## config.mk

```make
export PLATFORM = sky130hd
export DESIGN_NAME = interval_sweep_collider
export DESIGN_NICKNAME = d
export VERILOG_FILES = /design/src/design/isc_pkg.sv /design/src/design/isc_table.sv /design/src/design/isc_olap.sv /design/src/design/interval_sweep_collider.sv
export SDC_FILE = /design/constraint.sdc
export NUM_CORES = 2
export LEC_CHECK = 0
export BUFFER_PORTS_ARGS = -buffer_cell sky130_fd_sc_hd__buf_2
export CORE_MARGIN = 2
export CORE_UTILIZATION = 43
export CTS_CLUSTER_SIZE = 40
export DETAILED_ROUTE_END_ITERATION = 10
export PLACE_DENSITY_LB_ADDON = 0.25
export SYNTH_ARGS = -nofsm -noshare
export SYNTH_HDL_FRONTEND = slang
export SYNTH_SLANG_ARGS = --single-unit
```

## constraint.sdc

```tcl
create_clock -name clk_i -period 9.6 [get_ports clk_i]
set_input_delay 0 -clock clk_i [delete_from_list [all_inputs] [get_ports clk_i]]
set_output_delay 0 -clock clk_i [all_outputs]
set_load 0.05 [all_outputs]
```

## src/design/isc_pkg.sv

```systemverilog
// Shared types, codes and widths of the interval sweep collider.
package isc_pkg;

  localparam int unsigned PosBits      = 32;
  localparam int unsigned CalcBits     = PosBits + 11;
  localparam int unsigned SlotsDefault = 16;

  typedef enum logic [2:0] {
    REQ_WRITE     = 3'd0,
    REQ_CLEAR     = 3'd1,
    REQ_MOVE_KIN  = 3'd2,
    REQ_MOVE_AREA = 3'd3,
    REQ_QUERY     = 3'd4
  } req_e;

  typedef enum logic [1:0] {
    KIND_STATIC    = 2'd0,
    KIND_KINEMATIC = 2'd1,
    KIND_AREA      = 2'd2
  } kind_e;

  typedef enum logic [1:0] {
    EVT_OVERLAP = 2'd0,
    EVT_ENTERED = 2'd1,
    EVT_EXITED  = 2'd2,
    EVT_DONE    = 2'd3
  } evt_e;

  typedef struct packed {
    logic [2:0]         req_type;
    logic [3:0]         slot;
    logic [1:0]         entry_kind;
    logic signed [31:0] entry_position;
    logic [30:0]        entry_size;
    logic signed [31:0] movement;
    logic [15:0]        move_scale;
  } req_t;

  typedef struct packed {
    logic [1:0]                event_kind;
    logic [3:0]                subject_slot;
    logic [3:0]                other_slot;
    logic [1:0]                other_kind;
    logic signed [PosBits-1:0] new_position;
    logic signed [31:0]        remainder;
    logic                      last;
  } rsp_t;

  // Bounds of the mover: start interval, sweep and end interval.
  typedef struct packed {
    logic signed [CalcBits-1:0] pos;
    logic signed [CalcBits-1:0] h;
    logic signed [CalcBits-1:0] sl;
    logic signed [CalcBits-1:0] sr;
    logic signed [CalcBits-1:0] wl;
    logic signed [CalcBits-1:0] wr;
    logic signed [CalcBits-1:0] el;
    logic signed [CalcBits-1:0] er;
  } bnd_t;

  typedef struct packed {
    logic ov_w;
    logic ov_s;
    logic ov_e;
    logic right;
  } olap_t;

  typedef struct packed {
    logic wr_entry;
    logic wr_pos;
    logic clr;
  } tbl_ctl_t;

endpackage

```

## src/design/isc_table.sv

```systemverilog
// Interval table: valid bits, kinds, positions and sizes with one read port.
module isc_table #(
  parameter int unsigned TableSlots = isc_pkg::SlotsDefault,
  localparam int unsigned IdxBits = (TableSlots > 1) ? $clog2(TableSlots) : 1
) (
  input  logic                              clk_i,
  input  logic                              rst_ni,
  input  isc_pkg::tbl_ctl_t                 ctl_i,
  input  logic [IdxBits-1:0]                waddr_i,
  input  logic [1:0]                        wkind_i,
  input  logic signed [isc_pkg::PosBits-1:0] wpos_i,
  input  logic [30:0]                       wsize_i,
  input  logic [IdxBits-1:0]                raddr_i,
  output logic                              rd_valid_o,
  output logic [1:0]                        rd_kind_o,
  output logic signed [isc_pkg::PosBits-1:0] rd_pos_o,
  output logic [30:0]                       rd_size_o
);

  logic [TableSlots-1:0]             valid_q;
  logic [1:0]                        kind_q [TableSlots];
  logic signed [isc_pkg::PosBits-1:0] pos_q [TableSlots];
  logic [30:0]                       size_q [TableSlots];

  always_ff @(posedge clk_i or negedge rst_ni) begin
    if (!rst_ni) begin
      valid_q <= '0;
    end else if (ctl_i.wr_entry) begin
      valid_q[waddr_i] <= 1'b1;
    end else if (ctl_i.clr) begin
      valid_q[waddr_i] <= 1'b0;
    end
  end

  always_ff @(posedge clk_i) begin
    if (ctl_i.wr_entry) begin
      kind_q[waddr_i] <= wkind_i;
      size_q[waddr_i] <= wsize_i;
    end
    if (ctl_i.wr_entry || ctl_i.wr_pos) begin
      pos_q[waddr_i] <= wpos_i;
    end
  end

  assign rd_valid_o = valid_q[raddr_i];
  assign rd_kind_o  = kind_q[raddr_i];
  assign rd_pos_o   = pos_q[raddr_i];
  assign rd_size_o  = size_q[raddr_i];

endmodule

```

## src/design/isc_olap.sv

```systemverilog
// Shared overlap and clamp unit: tests one table entry against the mover's bounds.
module isc_olap (
  input  logic signed [isc_pkg::CalcBits-1:0] o_pos_i,
  input  logic [30:0]                         o_size_i,
  input  isc_pkg::bnd_t                       bnd_i,
  output isc_pkg::olap_t                      res_o,
  output logic signed [isc_pkg::CalcBits-1:0] fp_o
);

  logic signed [isc_pkg::CalcBits-1:0] oh;
  logic signed [isc_pkg::CalcBits-1:0] ol;
  logic signed [isc_pkg::CalcBits-1:0] orr;

  always_comb begin
    oh  = isc_pkg::CalcBits'({1'b0, o_size_i[30:1]});
    ol  = o_pos_i - oh;
    orr = o_pos_i + oh;
    res_o.ov_w  = (bnd_i.wl < orr) && (ol < bnd_i.wr);
    res_o.ov_s  = (bnd_i.sl < orr) && (ol < bnd_i.sr);
    res_o.ov_e  = (bnd_i.el < orr) && (ol < bnd_i.er);
    res_o.right = bnd_i.pos < o_pos_i;
    fp_o = res_o.right ? (ol - bnd_i.h) : (orr + bnd_i.h);
  end

endmodule

```

## src/design/interval_sweep_collider.sv

```systemverilog
// Top level of the interval sweep collider: request sequencer and result buffering.
//
// The block keeps a table of one-dimensional intervals (static, kinematic or area).
// Requests arrive on the input channel (in_valid_i / in_stall_o, payload in_req_i);
// results leave on the output channel (out_valid_o / out_stall_i, payload out_rsp_o).
// A transfer happens at a rising edge where valid is high and stall is low.
// Writes and clears finish in the cycle of their transfer and give no results.
// A query scans all 3 * TABLE_SLOTS kind and slot pairs, one per cycle unless the
// output stalls. A kinematic move makes one clamp pass over the static and kinematic
// groups, then one pass over the area group for events. An area move has no clamp
// pass and makes its event pass over the static, kinematic and area groups.
// The scan rate is set by the single table read port and the one shared overlap
// unit, which handle one slot per cycle unless the output stalls. A crossing that
// enters and exits an entry gives two records, entered then exited. The input is
// stalled until the last record of the current request has been handed to the output
// register. Each record is held back one step so that the final one can carry last.
// When the receiver stalls, the output register holds its record and the scan
// waits as soon as a further record is ready; nothing is lost or repeated.
// Reset clears all valid bits of the table and empties the output.
module interval_sweep_collider #(
  parameter int unsigned TABLE_SLOTS = isc_pkg::SlotsDefault
) (
  input  logic          clk_i,
  input  logic          rst_ni,
  input  logic          in_valid_i,
  output logic          in_stall_o,
  input  isc_pkg::req_t in_req_i,
  output logic          out_valid_o,
  input  logic          out_stall_i,
  output isc_pkg::rsp_t out_rsp_o
);

  localparam int unsigned IW = (TABLE_SLOTS > 1) ? $clog2(TABLE_SLOTS) : 1;
  localparam int unsigned WB = isc_pkg::CalcBits;
  localparam int unsigned PB = isc_pkg::PosBits;
  localparam logic signed [WB-1:0] PMax = WB'((64'sd1 <<< (PB - 1)) - 64'sd1);
  localparam logic signed [WB-1:0] PMin = WB'(-(64'sd1 <<< (PB - 1)));
  localparam logic signed [WB-1:0] RMax = WB'(64'sd2147483647);
  localparam logic signed [WB-1:0] RMin = WB'(-64'sd2147483648);
  localparam logic [IW-1:0] LastIdx = IW'(TABLE_SLOTS - 1);

  typedef enum logic [2:0] {
    S_IDLE, S_MUL, S_BND, S_SCAN, S_SAT, S_DONE, S_FLUSH
  } state_e;

  typedef enum logic [1:0] {
    M_QUERY, M_CLAMP, M_EVENT
  } mode_e;

  state_e state_q, state_d;
  mode_e  mode_q, mode_d;
  logic                 kin_q, kin_d;
  logic [IW-1:0]        s_q, s_d;
  logic [3:0]           slot4_q, slot4_d;
  logic signed [31:0]   mv_q, mv_d;
  logic [15:0]          scale_q, scale_d;
  logic [47:0]          prod_q, prod_d;
  isc_pkg::bnd_t        bnd_q, bnd_d;
  logic signed [WB-1:0] np_q, np_d;
  logic [IW-1:0]        idx_q, idx_d;
  logic [1:0]           grp_q, grp_d;
  logic                 second_q, second_d;
  isc_pkg::rsp_t        hold_q, hold_d, out_q, out_d, rec;
  logic                 hold_valid_q, hold_valid_d, out_valid_q, out_valid_d;

  isc_pkg::tbl_ctl_t    tctl;
  logic [IW-1:0]        waddr, raddr;
  logic signed [PB-1:0] wpos;
  logic                 rd_valid;
  logic [1:0]           rd_kind;
  logic signed [PB-1:0] rd_pos;
  logic [30:0]          rd_size;
  isc_pkg::olap_t       ol_res;
  logic signed [WB-1:0] fp;

  logic                 accept, in_range, out_free, can_gen, gen, match;
  logic signed [WB-1:0] ext_pos, gm, np_sat, diff;
  logic [31:0]          mag;
  logic [39:0]          gmag;
  logic [1:0]           grp_end;

  isc_table #(.TableSlots(TABLE_SLOTS)) u_table (
    .clk_i, .rst_ni, .ctl_i(tctl), .waddr_i(waddr), .wkind_i(in_req_i.entry_kind),
    .wpos_i(wpos), .wsize_i(in_req_i.entry_size), .raddr_i(raddr),
    .rd_valid_o(rd_valid), .rd_kind_o(rd_kind), .rd_pos_o(rd_pos), .rd_size_o(rd_size)
  );

  isc_olap u_olap (
    .o_pos_i({{(WB-PB){rd_pos[PB-1]}}, rd_pos}), .o_size_i(rd_size), .bnd_i(bnd_q),
    .res_o(ol_res), .fp_o(fp)
  );

  assign in_stall_o  = (state_q != S_IDLE);
  assign accept      = in_valid_i && !in_stall_o;
  assign in_range    = ({2'b00, in_req_i.slot} < 6'(TABLE_SLOTS));
  assign out_free    = !out_valid_q || !out_stall_i;
  assign can_gen     = !hold_valid_q || out_free;
  assign raddr       = (state_q == S_IDLE) ? IW'(in_req_i.slot) : idx_q;
  assign out_valid_o = out_valid_q;
  assign out_rsp_o   = out_q;

  always_comb begin
    // Arithmetic helpers.
    ext_pos = {{(WB-PB){rd_pos[PB-1]}}, rd_pos};
    mag     = mv_q[31] ? (~mv_q + 32'd1) : mv_q;
    gmag    = prod_q[47:8];
    gm      = mv_q[31] ? -WB'(gmag) : WB'(gmag);
    if (np_q > PMax) begin
      np_sat = PMax;
    end else if (np_q < PMin) begin
      np_sat = PMin;
    end else begin
      np_sat = np_q;
    end
    diff    = bnd_q.pos + {{(WB-32){mv_q[31]}}, mv_q} - np_q;
    match   = rd_valid && (rd_kind == grp_q) && (idx_q != s_q);
    grp_end = (mode_q == M_CLAMP) ? 2'(isc_pkg::KIND_KINEMATIC)
                                  : 2'(isc_pkg::KIND_AREA);

    state_d = state_q; mode_d = mode_q; kin_d = kin_q; s_d = s_q; slot4_d = slot4_q;
    mv_d = mv_q; scale_d = scale_q; prod_d = prod_q; bnd_d = bnd_q; np_d = np_q;
    idx_d = idx_q; grp_d = grp_q; second_d = second_q;
    hold_d = hold_q; hold_valid_d = hold_valid_q;
    out_d = out_q; out_valid_d = out_valid_q && out_stall_i;
    tctl = '0; waddr = s_q; wpos = np_sat[PB-1:0];

    rec = '0;
    rec.subject_slot = slot4_q;
    rec.other_slot   = 4'(idx_q);
    rec.other_kind   = rd_kind;
    gen = 1'b0;

    unique case (state_q)
      S_IDLE: begin
        if (accept && in_range) begin
          waddr   = IW'(in_req_i.slot);
          s_d     = IW'(in_req_i.slot);
          slot4_d = in_req_i.slot;
          mv_d    = in_req_i.movement;
          scale_d = in_req_i.move_scale;
          bnd_d.pos = ext_pos;
          bnd_d.h   = WB'({1'b0, rd_size[30:1]});
          bnd_d.sl  = ext_pos - WB'({1'b0, rd_size[30:1]});
          bnd_d.sr  = ext_pos + WB'({1'b0, rd_size[30:1]});
          idx_d = '0; grp_d = '0; second_d = 1'b0;
          wpos = in_req_i.entry_position[PB-1:0];
          unique case (in_req_i.req_type)
            isc_pkg::REQ_WRITE: begin
              tctl.wr_entry = (in_req_i.entry_kind != 2'd3);
            end
            isc_pkg::REQ_CLEAR: begin
              tctl.clr = 1'b1;
            end
            isc_pkg::REQ_MOVE_KIN: begin
              kin_d = 1'b1;
              if (rd_valid && rd_kind == 2'(isc_pkg::KIND_KINEMATIC)) state_d = S_MUL;
            end
            isc_pkg::REQ_MOVE_AREA: begin
              kin_d = 1'b0;
              if (rd_valid && rd_kind == 2'(isc_pkg::KIND_AREA)) state_d = S_MUL;
            end
            isc_pkg::REQ_QUERY: begin
              kin_d = 1'b0;
              mode_d = M_QUERY;
              if (rd_valid) state_d = S_SCAN;
            end
            default: ;
          endcase
        end
      end
      S_MUL: begin
        prod_d  = 48'(mag) * 48'(scale_q);
        state_d = S_BND;
      end
      S_BND: begin
        bnd_d.wl = gm[WB-1] ? bnd_q.sl + gm : bnd_q.sl;
        bnd_d.wr = gm[WB-1] ? bnd_q.sr : bnd_q.sr + gm;
        np_d     = bnd_q.pos + gm;
        mode_d   = M_CLAMP;
        state_d  = kin_q ? S_SCAN : S_SAT;
      end
      S_SCAN: begin
        if (mode_q == M_QUERY) begin
          gen = match && ol_res.ov_s;
          rec.event_kind = isc_pkg::EVT_OVERLAP;
        end else if (mode_q == M_EVENT) begin
          if (second_q) begin
            gen = 1'b1;
            rec.event_kind = isc_pkg::EVT_EXITED;
          end else begin
            gen = match && ol_res.ov_w && !(ol_res.ov_s && ol_res.ov_e);
            rec.event_kind = ol_res.ov_s ? isc_pkg::EVT_EXITED : isc_pkg::EVT_ENTERED;
          end
        end else if (match && ol_res.ov_w) begin
          if (ol_res.right ? (fp < np_q) : (fp > np_q)) np_d = fp;
        end
        if (!gen || can_gen) begin
          if (gen && mode_q == M_EVENT && !second_q && !ol_res.ov_s && !ol_res.ov_e) begin
            second_d = 1'b1;
          end else begin
            second_d = 1'b0;
            if (idx_q == LastIdx) begin
              idx_d = '0;
              grp_d = grp_q + 2'd1;
              if (grp_q == grp_end) begin
                if (mode_q == M_CLAMP) state_d = S_SAT;
                else if (mode_q == M_EVENT && kin_q) state_d = S_DONE;
                else state_d = S_FLUSH;
              end
            end else begin
              idx_d = idx_q + IW'(1);
            end
          end
        end
      end
      S_SAT: begin
        tctl.wr_pos = 1'b1;
        np_d     = np_sat;
        bnd_d.el = np_sat - bnd_q.h;
        bnd_d.er = np_sat + bnd_q.h;
        mode_d   = M_EVENT;
        idx_d    = '0;
        grp_d    = kin_q ? 2'(isc_pkg::KIND_AREA) : 2'(isc_pkg::KIND_STATIC);
        state_d  = S_SCAN;
      end
      S_DONE: begin
        rec.event_kind   = isc_pkg::EVT_DONE;
        rec.other_slot   = '0;
        rec.other_kind   = '0;
        rec.new_position = np_q[PB-1:0];
        rec.remainder    = (diff > RMax) ? 32'sh7fffffff :
                           (diff < RMin) ? 32'sh80000000 : diff[31:0];
        gen = 1'b1;
        if (can_gen) state_d = S_FLUSH;
      end
      S_FLUSH: begin
        if (!hold_valid_q) begin
          state_d = S_IDLE;
        end else if (out_free) begin
          out_d = hold_q;
          out_d.last = 1'b1;
          out_valid_d = 1'b1;
          hold_valid_d = 1'b0;
          state_d = S_IDLE;
        end
      end
      default: state_d = S_IDLE;
    endcase

    // A new record pushes the held one out and takes its place.
    if (gen && can_gen) begin
      if (hold_valid_q) begin
        out_d = hold_q;
        out_valid_d = 1'b1;
      end
      hold_d = rec;
      hold_valid_d = 1'b1;
    end
  end

  always_ff @(posedge clk_i or negedge rst_ni) begin
    if (!rst_ni) begin
      state_q <= S_IDLE; mode_q <= M_QUERY; kin_q <= 1'b0; s_q <= '0; slot4_q <= '0;
      mv_q <= '0; scale_q <= '0; prod_q <= '0; bnd_q <= '0; np_q <= '0;
      idx_q <= '0; grp_q <= '0; second_q <= 1'b0;
      hold_q <= '0; hold_valid_q <= 1'b0; out_q <= '0; out_valid_q <= 1'b0;
    end else begin
      state_q <= state_d; mode_q <= mode_d; kin_q <= kin_d; s_q <= s_d; slot4_q <= slot4_d;
      mv_q <= mv_d; scale_q <= scale_d; prod_q <= prod_d; bnd_q <= bnd_d; np_q <= np_d;
      idx_q <= idx_d; grp_q <= grp_d; second_q <= second_d;
      hold_q <= hold_d; hold_valid_q <= hold_valid_d; out_q <= out_d;
      out_valid_q <= out_valid_d;
    end
  end

  // The held record is always flushed before a new request can be taken.
  a_idle_empty: assert property (@(posedge clk_i) disable iff (!rst_ni)
    state_q == S_IDLE |-> !hold_valid_q) else $error("record held while idle");

  a_idx_range: assert property (@(posedge clk_i) disable iff (!rst_ni)
    idx_q <= LastIdx) else $error("scan index beyond table");

  a_second_scan: assert property (@(posedge clk_i) disable iff (!rst_ni)
    second_q |-> (state_q == S_SCAN && mode_q == M_EVENT))
    else $error("second crossing record outside event scan");

  a_last_only_flush: assert property (@(posedge clk_i) disable iff (!rst_ni)
    (out_valid_d && out_d.last && !(out_valid_q && out_stall_i)) |-> state_q == S_FLUSH)
    else $error("last record issued outside flush");

endmodule
```

==> results.yml <==
outcome:
  outcome: "finished with violations"
  violations: "negative setup slack"
yosys:
  yosysMostFrequentCell: "nand2_1"
  syn-num-nets: 12600
  synth_edf_count: 1024
  synth_cell_types: 100
  ys.flop_type: "edfxtp_1"
  avgSynthCellArea_um2: 9.67
  yosys_warnings: 0
  synth.top_cell.area_share_pct: 28.2
  ys_async_sr_fraction_pct: 37.8
  synth.area.top_cells: "edfxtp_1 (28%), dfrtp_1 (14%), ha_1 (9.3%), fa_1 (7.9%), nand2_1 (7.4%)"
  yosysTopAreaCell: "edfxtp_1"
  synth_area_um2: 109000
  syn_inst: 11300
  yosys-top-cells-count: "nand2_1 (2150), edfxtp_1 (1024), inv_1 (841)"
  ys_ff_latch: 1645
  ys_seq_area_share_pct: 42.5
die:
  dieArea_um2: 258000
  initial_utilization_pct: 43.3
  core_um2: 252000
  die_w_um: 508
  ios: 203
  die_h_um: 508
  fp-row-count: 184
worst_setup_path:
  worstSetupPathType: "register to register"
  cp-end-kind: "register"
  crit_required_ns: 10.31
  cp_slowest_cell: "or4b_4"
  path_max_fanout: 6
  crit_arrival_ns: 10.53
  start_kind: "register"
  crit_path_max_incr_delay_ns: 0.60
  startpoint: "state_q[2]"
  reg2reg_from: "state_q[2]"
global_route:
  met3_usage_pct: 3.99
  grtUsageMet2_pct: 47.0
  grt.total_usage_pct: 29.4
  grt-ovfl-total: 0
  first_global_vias: 89300
  antenna_found_initial: 17
  grt_util_met1_pct: 38.8
  grt_pass1_wl_um: 572000
  grt_busiest_layer: "met2"
  grt_max_degree: 136
placed_design:
  port-buffer-count: 201
  place_congestion: 0.997
  hpwlAfterDp_um: 283000
  dp_cells: 15200
  pre_cts_slack_ns: -1.12
cells_and_area:
  regArea_um2: 46300
  stdcell_count: 15900
  area_growth_pct: 21.6
  fillers: 22300
  finalNetCount: 13700
  multi_input_area_um2: 60100
  drive_above_1_share_pct: 17.3
min_path:
  hp-start: "in_req_i[56]"
  worstHoldPathType: "input pin to register"
flow_run:
  maxCapViolations: 0
sta:
  slew_headroom_pct: 12.8
  setup_ws_ns: -0.222
  fin_crit_ns: 9.82
  setup_viol: 43
  worst_slew_pin_slew_ns: 1.31
  slew_viol_final: 0
  period_share_pct: 102
  fin_skew_ns: 0.0864
  max_freq_mhz: 102
  rsz0062_at_grt: "true"
  final-hold-violation-count: 0
clock_tree:
  tritoncts: "done"
  clock_sinks: 1645
  clkTransAtPathRegs_ns: 0.06
  clockBufferDepth: 3
  htreeDepth: 4
  root_buffer: "clkbuf_16"
  cts_buffers: 182
  clock_latency_ns: 0.90
routing:
  drtIter0Drc: 8650
  drc: 0
  avgViaCountPerCell: 5.68
  vias: 90300
  routed_wl_um: 386000
  ant_nets: 0
  wl_per_cell_um: 24.3
  first_pass_iters: 6
==> area by class of cell <==
type                            count  share of cell area, %
Clock buffer                      215                   3.63
Timing Repair Buffer             1456                   9.36
Clock inverter                    122                   1.18
Tap cell                         3348                   3.16
Inverter                          846                   2.40
Antenna cell                       11                 0.0208
Sequential cell                  1645                   34.9
Multi-Input combinational cell   8243                   45.3
==> kinds of logic after synthesis <==
family	count (synthesis)	synth area share (%)
and+or+nand+nor	4069	16.6
AOI/OAI and AO/OA	2344	13.9
DFF	1645	42.5
buffers and inverters	1390	4.90
adders and majority gates	1235	17.1
xor gates and xnor gates	454	3.65
muxes	138	1.39
==> registers in the layout, summed over array words and instances (netlist names), named ones only <==
register and cells:
out_valid_o 1, mv_q 32, hold_valid_q 1, hold_q 76, mode_q 2, grp_q 2, scale_q 16, state_q 3
u_table.size_q 480, slot4_q 4, bnd_q 298, kin_q 1, second_q 1, s_q 4, u_table.pos_q 512, np_q 43
u_table.kind_q 32, idx_q 4, prod_q 40
==> cells in the final DEF (no fill, tap or decap), types with 116 or more instances in the layout <==
| master | count |
|---|---|
| a21o_1 | 228 |
| a21oi_1 | 517 |
| and2_1 | 177 |
| buf_2 | 200 |
| buf_4 | 945 |
| clkbuf_16 | 185 |
| dfrtp_1 | 618 |
| dlygate4sd3_1 | 169 |
| edfxtp_1 | 1024 |
| fa_1 | 426 |
| ha_1 | 775 |
| inv_1 | 824 |
| nand2_1 | 2133 |
| nand3_1 | 572 |
| nor2_1 | 456 |
| o21ai_0 | 604 |
| xnor2_1 | 308 |
| xor2_1 | 116 |
==> path summary, 6_finish.rpt <==
| kind | cells after the start | slack [ns] | endpoint |
|---|---|---|---|
| worst max register to register | 51 | -0.22 | np_q[12] |
| worst min register to register | 2 | 0.48 | slot4_q[0] |
| worst max-delay path | 51 | -0.22 | np_q[12] |
| worst min-delay path | 2 | 0.05 | u_table.size_q[11][8] |
| max in group asynchronous | 5 | 7.28 | asynchronous set/reset pin |
| min in group asynchronous | 4 | 0.36 | s_q[1] |
==> metrics by stage <==
step	setup TNS [ns]	hold slack, ns	cell area [um2]	util (%)
after floorplan	0	-0.296	109000	-
after global placement	-143.59	0.109	120000	47.8
after detailed placement	-175.75	0.105	120000	47.8
after CTS	-7.27	0.000940	131000	52.0
after global routing	-21.38	0.0360	133000	52.7
final	-6.52	0.0490	133000	52.7
==> worst max-delay path: cells and delay by family (launching register included) <==
kind / cells / cell delay (ns)
AOI/OAI and AO/OA: 23 / 4.29
buffers and inverters: 11 / 1.64
DFF: 1 / 0.38
muxes: 3 / 0.63
adders and majority gates: 3 / 0.78
and+or+nand+nor: 9 / 1.62
xor gates and xnor gates: 2 / 0.32
==> routing by layer <==
layer | routed length, um | vias up
met5 | 55 | -
met4 | 23500 | 8
met3 | 24600 | 710
met2 | 178000 | 3304
met1 | 160000 | 44600
li1 | - | 41700
==> repair_timing <==
item,CTS,global route
endpoints found under the hold margin,1140,0
pin swaps,81,127
buffers inserted,84,37
setup endpoints to repair,208,214
hold buffers,170,0
cloned,18,3
gates resized for setup,257,278
Power is not shown: default switching activity piles up to over one toggle a cycle in this logic, so the estimate is an artifact.
